--- config.mk ---
export PLATFORM = sky130hd
export DESIGN_NAME = ordered_array_list_unit
export DESIGN_NICKNAME = d
export VERILOG_FILES = /design/src/rtl/core/oal_pkg.sv /design/src/rtl/core/oal_cell.sv /design/src/rtl/core/ordered_array_list_unit.sv
export SDC_FILE = /design/constraint.sdc
export NUM_CORES = 2
export LEC_CHECK = 0
export ABC_AREA = 1
export BUFFER_PORTS_ARGS = -buffer_cell sky130_fd_sc_hd__buf_2
export CAP_MARGIN = 20
export CORE_UTILIZATION = 39
export CTS_CLUSTER_SIZE = 24
export DETAILED_ROUTE_END_ITERATION = 7
export SYNTH_ARGS = -nofsm -noshare
export SYNTH_HDL_FRONTEND = slang
export SYNTH_SLANG_ARGS = --single-unit
export TNS_END_PERCENT = 1
--- constraint.sdc ---
create_clock -name clk -period 17.2 [get_ports clk]
set_input_delay 1.72 -clock clk [delete_from_list [all_inputs] [get_ports clk]]
set_output_delay 1.72 -clock clk [all_outputs]
set_load 0.01 [all_outputs]
--- src/rtl/core/oal_pkg.sv ---
`default_nettype none

package oal_pkg;

	// Wide enough for any list index or count at the largest supported depth.
	localparam int CELL_IDX_W = 7;

	typedef enum logic [2:0] {
		MODE_INS_FRONT = 3'd0,
		MODE_INS_BACK  = 3'd1,
		MODE_INS_POS   = 3'd2,
		MODE_RM_FRONT  = 3'd3,
		MODE_RM_BACK   = 3'd4,
		MODE_RM_VALUE  = 3'd5,
		MODE_RM_POS    = 3'd6
	} mode_t;

	typedef enum logic [2:0] {
		ST_OK        = 3'd0,
		ST_FULL      = 3'd1,
		ST_EMPTY     = 3'd2,
		ST_NOT_FOUND = 3'd3,
		ST_BAD_POS   = 3'd4
	} status_t;

	typedef enum logic [1:0] {
		CELL_HOLD,
		CELL_INSERT,
		CELL_REMOVE_AT,
		CELL_REMOVE_HIT
	} cell_op_t;

	typedef struct packed {
		logic [2:0]         mode;
		logic signed [31:0] item_value;
		logic [5:0]         position;
	} req_t;

	typedef struct packed {
		logic [2:0] status;
		logic [4:0] element_count;
	} res_t;

	// Broadcast from the controller to every cell of the row.
	typedef struct packed {
		logic                  capture;
		cell_op_t              op;
		logic [CELL_IDX_W-1:0] idx;
		logic [CELL_IDX_W-1:0] count;
		logic [31:0]           value;
	} cell_ctl_t;

endpackage

`default_nettype wire

--- src/rtl/core/oal_cell.sv ---
`default_nettype none

module oal_cell #(
	parameter int INDEX = 0
) (
	input  wire logic              clk,
	input  wire oal_pkg::cell_ctl_t ctl,
	input  wire logic [31:0]       from_left,
	input  wire logic [31:0]       from_right,
	input  wire logic              hit_in,
	output logic                   hit_out,
	output logic [31:0]            elem
);

	localparam int IW = oal_pkg::CELL_IDX_W;
	localparam logic [IW-1:0] MY_IDX = IW'(INDEX);

	logic [31:0] elem_q;
	logic        eq_q;
	logic        hit_here;

	assign elem = elem_q;

	// Only live entries may match; stale contents past the count are ignored.
	assign hit_here = eq_q && (MY_IDX < ctl.count);
	assign hit_out  = hit_in || hit_here;

	always_ff @(posedge clk) begin
		if (ctl.capture) begin
			eq_q <= (elem_q == ctl.value);
		end
	end

	always_ff @(posedge clk) begin
		case (ctl.op)
			oal_pkg::CELL_INSERT: begin
				if (MY_IDX == ctl.idx) begin
					elem_q <= ctl.value;
				end else if (MY_IDX > ctl.idx) begin
					elem_q <= from_left;
				end
			end
			oal_pkg::CELL_REMOVE_AT: begin
				if (MY_IDX >= ctl.idx) begin
					elem_q <= from_right;
				end
			end
			oal_pkg::CELL_REMOVE_HIT: begin
				// The first match and everything after it close the gap.
				if (hit_out) begin
					elem_q <= from_right;
				end
			end
			default: begin
				elem_q <= elem_q;
			end
		endcase
	end

endmodule

`default_nettype wire

--- src/rtl/core/ordered_array_list_unit.sv ---
// Ordered list of up to DEPTH signed 32-bit values held in a row of cells, one
// element per cell, with insert, remove and remove-by-value requests that shift
// the later elements by one place. Each request is handled in two steps: in the
// cycle it is accepted every cell compares its element against the request
// value, and in a later cycle in which no result is held back by res_stall the
// row shifts and the result is written to the output register. A new request
// is accepted only after the last one has shifted; req_stall is high only
// while a request waits for its shift cycle, and a waiting result delays that
// cycle. Cells at or beyond the count hold stale data that is never reported.
// No clearing pass is needed after reset.
`default_nettype none

module ordered_array_list_unit #(
	parameter int DEPTH = 16
) (
	input  wire logic           clk,
	input  wire logic           arst_n,
	input  wire logic           req_valid,
	output logic                req_stall,
	input  wire oal_pkg::req_t  req,
	output logic                res_valid,
	input  wire logic           res_stall,
	output oal_pkg::res_t       res
);

	localparam int CNT_W = $clog2(DEPTH + 1);
	localparam int IW    = oal_pkg::CELL_IDX_W;

	oal_pkg::cell_ctl_t ctl;
	oal_pkg::req_t      cmd_q;
	oal_pkg::res_t      res_q;
	logic               cmd_valid_q;
	logic               res_valid_q;
	logic [CNT_W-1:0]   count_q;
	logic [CNT_W-1:0]   count_next;
	logic [2:0]         status_next;
	oal_pkg::cell_op_t  op_next;
	logic [IW-1:0]      idx_next;
	logic [IW-1:0]      pos_w;
	logic [IW-1:0]      cnt_w;
	logic               accept;
	logic               exec;
	logic               full;
	logic               empty;
	logic               found;
	logic [31:0]        elem [DEPTH];
	logic [DEPTH:0]     hit_chain;

	assign req_stall = cmd_valid_q;
	assign accept    = req_valid && !cmd_valid_q;
	assign exec      = cmd_valid_q && (!res_valid_q || !res_stall);
	assign res_valid = res_valid_q;
	assign res       = res_q;

	assign pos_w = IW'(cmd_q.position);
	assign cnt_w = IW'(count_q);
	assign full  = (count_q == CNT_W'(DEPTH));
	assign empty = (count_q == '0);
	assign found = hit_chain[DEPTH];
	assign hit_chain[0] = 1'b0;

	always_comb begin
		status_next = oal_pkg::ST_OK;
		count_next  = count_q;
		op_next     = oal_pkg::CELL_HOLD;
		idx_next    = '0;
		case (cmd_q.mode)
			oal_pkg::MODE_INS_FRONT, oal_pkg::MODE_INS_BACK, oal_pkg::MODE_INS_POS: begin
				if (full) begin
					status_next = oal_pkg::ST_FULL;
				end else begin
					op_next    = oal_pkg::CELL_INSERT;
					count_next = count_q + CNT_W'(1);
					if (cmd_q.mode == oal_pkg::MODE_INS_FRONT) begin
						idx_next = '0;
					end else if (cmd_q.mode == oal_pkg::MODE_INS_BACK || pos_w > cnt_w) begin
						idx_next = cnt_w;
					end else begin
						idx_next = pos_w;
					end
				end
			end
			oal_pkg::MODE_RM_FRONT: begin
				if (empty) begin
					status_next = oal_pkg::ST_EMPTY;
				end else begin
					op_next    = oal_pkg::CELL_REMOVE_AT;
					count_next = count_q - CNT_W'(1);
				end
			end
			oal_pkg::MODE_RM_BACK: begin
				if (empty) begin
					status_next = oal_pkg::ST_EMPTY;
				end else begin
					count_next = count_q - CNT_W'(1);
				end
			end
			oal_pkg::MODE_RM_VALUE: begin
				// Without a match no cell sees a hit, so the row stays put.
				if (empty) begin
					status_next = oal_pkg::ST_EMPTY;
				end else begin
					op_next = oal_pkg::CELL_REMOVE_HIT;
					if (found) begin
						count_next = count_q - CNT_W'(1);
					end else begin
						status_next = oal_pkg::ST_NOT_FOUND;
					end
				end
			end
			oal_pkg::MODE_RM_POS: begin
				if (empty) begin
					status_next = oal_pkg::ST_EMPTY;
				end else if (pos_w >= cnt_w) begin
					status_next = oal_pkg::ST_BAD_POS;
				end else begin
					op_next    = oal_pkg::CELL_REMOVE_AT;
					idx_next   = pos_w;
					count_next = count_q - CNT_W'(1);
				end
			end
			default: begin
				status_next = oal_pkg::ST_OK;
			end
		endcase
	end

	always_comb begin
		ctl.capture = accept;
		ctl.op      = exec ? op_next : oal_pkg::CELL_HOLD;
		ctl.idx     = idx_next;
		ctl.count   = cnt_w;
		ctl.value   = accept ? req.item_value : cmd_q.item_value;
	end

	for (genvar g = 0; g < DEPTH; g++) begin : g_cell
		logic [31:0] left_w;
		logic [31:0] right_w;

		if (g == 0) begin : g_first
			assign left_w = ctl.value;
		end else begin : g_inner_l
			assign left_w = elem[g-1];
		end

		if (g == DEPTH - 1) begin : g_last
			assign right_w = elem[g];
		end else begin : g_inner_r
			assign right_w = elem[g+1];
		end

		oal_cell #(
			.INDEX(g)
		) u_cell (
			.clk       (clk),
			.ctl       (ctl),
			.from_left (left_w),
			.from_right(right_w),
			.hit_in    (hit_chain[g]),
			.hit_out   (hit_chain[g+1]),
			.elem      (elem[g])
		);
	end

	always_ff @(posedge clk or negedge arst_n) begin
		if (!arst_n) begin
			cmd_valid_q <= 1'b0;
			res_valid_q <= 1'b0;
			count_q     <= '0;
		end else begin
			if (accept) begin
				cmd_valid_q <= 1'b1;
			end else if (exec) begin
				cmd_valid_q <= 1'b0;
			end
			if (exec) begin
				res_valid_q <= 1'b1;
				count_q     <= count_next;
			end else if (!res_stall) begin
				res_valid_q <= 1'b0;
			end
		end
	end

	always_ff @(posedge clk) begin
		if (accept) begin
			cmd_q <= req;
		end
		if (exec) begin
			res_q.status        <= status_next;
			res_q.element_count <= 5'(count_next);
		end
	end

	assert property (@(posedge clk) disable iff (!arst_n)
		count_q <= CNT_W'(DEPTH))
		else $error("element count exceeds the list depth");

	assert property (@(posedge clk) disable iff (!arst_n)
		!exec |=> $stable(count_q))
		else $error("element count changed without an executed request");

	assert property (@(posedge clk) disable iff (!arst_n)
		exec |=> res_valid && res.element_count == 5'(count_q))
		else $error("result count does not match the list count");

	assert property (@(posedge clk) disable iff (!arst_n)
		res_valid && res.status == oal_pkg::ST_FULL |-> res.element_count == 5'(DEPTH))
		else $error("full status reported on a list that is not full");

endmodule

`default_nettype wire
Word level (Yosys, flattened, before mapping)
Index checks and enable logic that the tools add are counted.

Divide/modulo/power cells: 0. Order comparisons: 49. Shifts and indexed selects: 0. Eq/ne operators: 87. Multiplexer cells: 109. Bitwise gates (word level): 0. Reduce and logical (&&, ||, !) cells: 62. Add/sub/neg operators: 2. $mul: 0.

Operator list (count): 32-bit two-way mux (63); 32-bit one-hot mux with 3 select lines (15); 32-bit equality test (16); 2-bit by 1-bit inequality test with 1-bit output, second input constant (31); 4-bit AND reduction (15); 4-bit by 6-bit equality test with 1-bit output, first input constant (8); 4-bit by 6-bit > comparator with 1-bit output, first input constant (8); 3-bit by 1-bit inequality test with 1-bit output, second input constant (15); 4-bit by 6-bit greater-or-equal comparator with 1-bit output, first input constant (7); 4-bit by 5-bit < comparator with 1-bit output, first input constant (8); 5-bit two-way mux (6); 6-bit two-way mux (5); 3-bit by 6-bit equality test with 1-bit output, first input constant (4); 3-bit by 6-bit greater-or-equal comparator with 1-bit output, first input constant (4); 3-bit by 6-bit > comparator with 1-bit output, first input constant (4); 3-bit by 5-bit < comparator with 1-bit output, first input constant (4); 5-bit one-hot mux with 4 select lines (1); 1-bit logical AND (18); 1-bit logical OR (17); 2-bit two-way mux (8); 2-bit by 6-bit equality test with 1-bit output, first input constant (2); 1-bit by 6-bit greater-or-equal comparator with 1-bit output, first input constant (2); 2-bit by 6-bit greater-or-equal comparator with 1-bit output, first input constant (2); 1-bit by 6-bit > comparator with 1-bit output, first input constant (2); other kinds (28) (44).

Output and inout bits: 10. Input port bits: 45. Memory bits (writable): 0. Flip-flop bits (word level): 584. ROM bits: 0. Latch bits: 0. Memories kept: 0. Word-level logic and storage cells: 349.

Depth between registers and ports, before layout
Word-level depth: 20. Mapped depth: 20. Gate-level depth less buffers: 18.

Modules after synthesis
A second synthesis with hierarchy kept.

Cell total of the unflattened synthesis: 6774. Area total of the unflattened synthesis: 44236.2 um^2.

Modules (own cells, without submodules): oal_cell (g_cell[11].u_cell ...) (instances 2, seq. area each 991.0 um^2, cells an instance 441, area an instance 2682.6 um^2); ordered_array_list_unit (instances 1, seq. area each 1646.6 um^2, cells an instance 333, area an instance 2891.5 um^2); oal_cell (g_cell[8].u_cell) (instances 1, seq. area each 991.0 um^2, cells an instance 441, area an instance 2692.6 um^2); oal_cell (g_cell[12].u_cell) (instances 1, seq. area each 991.0 um^2, cells an instance 442, area an instance 2691.3 um^2); oal_cell (g_cell[2].u_cell) (instances 1, seq. area each 991.0 um^2, cells an instance 440, area an instance 2683.8 um^2); oal_cell (g_cell[13].u_cell) (instances 1, seq. area each 991.0 um^2, cells an instance 438, area an instance 2661.3 um^2); oal_cell (g_cell[14].u_cell) (instances 1, seq. area each 991.0 um^2, cells an instance 439, area an instance 2623.8 um^2); oal_cell (g_cell[6].u_cell) (instances 1, seq. area each 991.0 um^2, cells an instance 371, area an instance 2616.3 um^2); oal_cell (g_cell[10].u_cell) (instances 1, seq. area each 991.0 um^2, cells an instance 438, area an instance 2615.0 um^2); oal_cell (g_cell[9].u_cell) (instances 1, seq. area each 991.0 um^2, cells an instance 372, area an instance 2608.8 um^2); oal_cell (g_cell[1].u_cell) (instances 1, seq. area each 991.0 um^2, cells an instance 359, area an instance 2556.2 um^2); oal_cell (g_cell[5].u_cell) (instances 1, seq. area each 991.0 um^2, cells an instance 370, area an instance 2487.4 um^2); oal_cell (g_cell[0].u_cell) (instances 1, seq. area each 991.0 um^2, cells an instance 364, area an instance 2453.6 um^2); oal_cell (g_cell[15].u_cell) (instances 1, seq. area each 991.0 um^2, cells an instance 359, area an instance 2439.8 um^2); 2 more rows.

Worst setup path before layout
No wires, ideal clock.

Path kind: input to register. Start: input port res_stall. End: register g_cell[10].u_cell.elem_q[0], enable pin. Buffers on the path: 0. Slack: 9.977 ns. Required time: 16.667 ns. Stages on the path: 8. Setup time: 0.533 ns. Data arrival time: 6.689 ns. Cell sequence: nand2_1 nand2_1 clkinv_1 nand2_2 nor2_2 nor2_1 inv_1 o311ai_0.

Longest elaborated chain between the ends: 7. Elaborated cells on any way between the ends: 12. Classes of those cells: eq/ne (6); mux (1); reduce/logical (5).

RTL lines: from (decl) (RTL line ordered_array_list_unit.sv:22) `input wire logic res_stall,`; 1-bit zero test (*); 1-bit logical OR (*) (RTL line ordered_array_list_unit.sv:51) `assign exec = cmd_valid_q && (!res_valid_q || !res_stall);`; 1-bit logical AND (*) (RTL line ordered_array_list_unit.sv:51); named net exec (RTL line ordered_array_list_unit.sv:42) `logic exec;`; 2-bit two-way mux (*) (RTL line ordered_array_list_unit.sv:130) `ctl.op = exec ? op_next : oal_pkg::CELL_HOLD;`; 2-bit by 1-bit equality test with 1-bit output / 2-bit equality test (equally long branches) (RTL line oal_cell.sv:35) `case (ctl.op)`; 3-bit by 1-bit inequality test with 1-bit output (no source line), or another cell as far along; 4-bit AND reduction (no source line) (*); to (signal assigned) (RTL line oal_cell.sv:38) `elem_q <= ctl.value;`; to (signal assigned) (RTL line oal_cell.sv:40) `elem_q <= from_left;`; to (signal assigned) (RTL line oal_cell.sv:45) `elem_q <= from_right;`; to (decl) (RTL line oal_cell.sv:18) `logic [31:0] elem_q;`.

Mark *: on every way through the listed nets, which the timed path passes. The rest lies on a longest branch. A chain may end at the register's enable or synchronous reset.

Worst setup path after layout
Start: register count_q[4]. End: register g_cell[1].u_cell.elem_q[4], data pin.

Longest elaborated chain between the ends: 9. Elaborated cells on any way between the ends: 24. Classes of those cells: order compare (2); eq/ne (5); mux (15); reduce/logical (2).

RTL lines: from (decl) (RTL line ordered_array_list_unit.sv:34) `logic [CNT_W-1:0] count_q;`; from (signal assigned) (RTL line ordered_array_list_unit.sv:178) `count_q <= count_next;`; 6-bit by 5-bit > comparator with 1-bit output (RTL line ordered_array_list_unit.sv:76) `end else if (cmd_q.mode == oal_pkg::MODE_INS_BACK || pos_w > cnt_w) begin`; 1-bit logical OR (RTL line ordered_array_list_unit.sv:76); 6-bit two-way mux (RTL line ordered_array_list_unit.sv:76); 6-bit two-way mux (RTL line ordered_array_list_unit.sv:74) `if (cmd_q.mode == oal_pkg::MODE_INS_FRONT) begin`; 6-bit two-way mux (RTL line ordered_array_list_unit.sv:69) `if (full) begin`; 6-bit one-hot mux with 2 select lines (RTL line ordered_array_list_unit.sv:67) `case (cmd_q.mode)`; 1-bit by 6-bit equality test with 1-bit output (RTL line oal_cell.sv:37) `if (MY_IDX == ctl.idx) begin`; 32-bit two-way mux (RTL line oal_cell.sv:37); 32-bit one-hot mux with 3 select lines (*) (RTL line oal_cell.sv:35); to (signal assigned) (RTL line oal_cell.sv:38); to (signal assigned) (RTL line oal_cell.sv:40); to (signal assigned) (RTL line oal_cell.sv:45); to (decl) (RTL line oal_cell.sv:18).

Every way passes the cells marked *; elsewhere a longest branch is shown, timed or not.

==> metrics.yaml <==
postRouteAntennaNets: 0
p_seq_share_pct: 41.3
final.setup.tns_ns: 0
start_kind: "register"
mostFrequentLayoutCells: "nand2_1, edfxtp_1, a21oi_1"
rows: 110
syn_area_sq_um: 35700
dieArea_sq_um: 92700
cts_buffer_depth: 3
antenna_found_initial: 6
r2r-end: "g_cell[1].u_cell.elem[4]"
initial_core_util_pct: 39.5
finalWirelength_mm: 150
core_sq_um: 90300
synth_seq_area_share_pct: 49.1
avgSynthCellArea_sq_um: 8.80
clkLatencyLatePin_ns: 0.64
status: "completed"
clk_pin_slew_ns: 0.06
async_flop_share_pct: 1.20
slowest_stage: "buf_4"
numCtsBuffers: 70
viasPerCell: 6.18
slew_viol_final: 0
firstDrtPassIters: 6
syn-instance-count: 4051
cts_resized: 0
max_stage_delay_ns: 0.89
drc_errors: 0
nets: 4044
cts_root_buffer: "clkbuf_16"
cp-startpoint: "count_q[4]"
postCtsHoldBufs: 0
crit_chain: "inv_1, ha_1, inv_1, nor2_1, o21ai_1, nand4_1, nor2_1, nand2_2, o311ai_1, nand2_8, inv_8, buf_4, buf_4, a22oi_1"
switchingPower_mw: 2.10
synth_top_area_cell: "edfxtp_1"
worst_hold_slack_ns: 0.520
crit_end: "g_cell[1].u_cell.elem[4]"
dieWidth_um: 304
drive_gt1_share_pct: 9.66
gp_congestion: 0.986
r2r_cells: 14
wl_per_cell_um: 28.8
crit_fanout: 154
clock-sinks: 584
rsz0062_at_grt: "no"
grt_pass1_wl_mm: 214
yosys-top-cells-area: "edfxtp_1, xor2_1, nand2_1"
setup_violations: 0
io_pins: 55
htree_levels: 3
synth_nets: 4105
fmax_ghz: 0.148
synth-seq-cells: 584
leakage_nw: 14.5
synthToLayoutAreaGrowth_pct: 10.1
grt_max_degree: 186
yosys.area.top_type_share_pct: 48.6
dp_hpwl_mm: 102
cts_setup_buffers: 0
clock_power_share_pct: 26.9
synth_ff_type: "edfxtp_1"
period_needed_ns: 6.74
crit_type: "reg2reg"
die_h_um: 304
cts_tree: "yes"
grt_overflow_total: 0
worst_pin_slew_ns: 1.12
yosys_warnings: 0
vias: 32227
netSwitchingFraction_pct: 39.3
grt_pass1_vias: 29328
hold_path.class: "reg2reg"
skew_ns: 0.0294
hold_viol: 0
drtIter0Drc: 5750
cp_data_required_time_ns: 17.54
io_buffers: 54
reg2reg_from: "count_q[4]"
synth_cell_type_count: 51
cp.arrival_ns: 7.08
drv_cap: 0
peakVddDrop_v: 0.0000761
crit_path_end_kind: "register"
synth_edf_count: 577
grtUsageTotal_pct: 31.6
power.density_nw_per_um2: 136
intPower_mw: 3.25
comb_power_share_pct: 31.8
final_common_cell: "nand2_1"
slew_headroom_pct: 24.8
min_period_over_period_pct: 39.2
reg2reg_setup_slack_ns: 10.46
## layout make-up
class,count,area [sq um]
diodes,1,2.50
clock buffers,92,1870
clock inverters,28,226
fillers,8797,51000
inverters,337,1270
multi-input cells,2835,15800
flip-flops and latches,584,17500
well taps,1176,1470
repair buffers,162,1110
## layer usage
metal | global-route usage [%] | vias up | wire (um)
li1 | - | 13959 | -
met1 | 44.1 | 15256 | 56900
met2 | 43.1 | 2601 | 60300
met3 | 9.46 | 407 | 23500
met4 | 18.4 | 4 | 9540
met5 | 0 | - | 32
## sequential cells by signal, summed over array words and instances, names as in the netlist
name / cells
cmd_q: 41
count_q: 5
g_cell.u_cell.elem: 512
g_cell.u_cell.eq_q: 16
req_stall: 1
res: 8
res_valid: 1
## cell families after synthesis
family                     share of synthesized area (%)
AOI/OAI and AO/OA                                   18.0
xor gates and xnor gates                            9.48
adders and majority gates                          0.316
buffers and inverters                               7.14
DFF                                                 49.1
and+or+nand+nor                                     16.0
## critical path, delay by kind of cell (launching register included)
family          cells  cell delay (ns)
buf+inv             5             2.81
simple gates        5             1.60
flops               1             0.72
compound gates      3             0.65
fa+ha+maj           1             0.35
## cells in the mapped netlist, types with 2 or more instances
master,number
a21boi_0,5
nor2_8,2
o211ai_1,164
nor4_1,42
a31oi_1,15
clkinv_1,12
o311ai_0,2
edfxtp_1,577
a2111oi_0,3
buf_1,17
a22oi_1,21
o21ai_1,59
nand3_1,49
nor3_1,16
nand2_1,776
and2_1,3
buf_2,118
a21oi_1,393
nand4_1,84
a211oi_1,2
nor2_2,4
xnor2_1,38
clkbuf_1,153
a221oi_1,16
or4_1,10
nor4b_1,6
ha_1,9
buf_4,7
o22ai_1,61
o221ai_1,2
o31ai_2,3
or2_2,63
o21ai_0,373
o2111ai_1,6
nor2_4,10
inv_1,302
nor2_1,230
inv_2,23
xor2_1,348
nand2_2,10
dfrtp_1,7
## power by group through the flow
stage	logic (mW)	clock network [mW]	registers (mW)
4_1_cts	1.65	1.44	2.20
2_1_floorplan	1.06	0	2.11
5_1_grt	1.81	1.49	2.23
6_report	1.71	1.44	2.21
3_5_place_dp	1.64	0	2.22
3_3_place_gp	1.62	0	2.22
## stage by stage
stage	std cells	worst slack [ns]	power, mW	area [sq um]	util, %
after floorplan	4051	9.98	3.17	35700	-
after global placement	5089	10.47	3.85	37100	41.1
after detailed placement	5091	10.43	3.86	37200	41.1
after CTS	5211	10.59	5.28	39200	43.5
after global routing	5214	10.16	5.52	39300	43.5
final	5215	10.46	5.36	39300	43.5
## worst min path at each step
stage | start | endpoint | cells after the start
after floorplan | g_cell[14].u_cell.elem[10] | g_cell[15].u_cell.elem[10] | 2
after global placement | res_valid | res_valid | 2
after detailed placement | res_valid | res_valid | 2
after CTS | res_valid | res_valid | 2
after global routing | res_valid | res_valid | 2
final | res_valid | res_valid | 2
No activity file was read; power rests on OpenSTA's default activity.
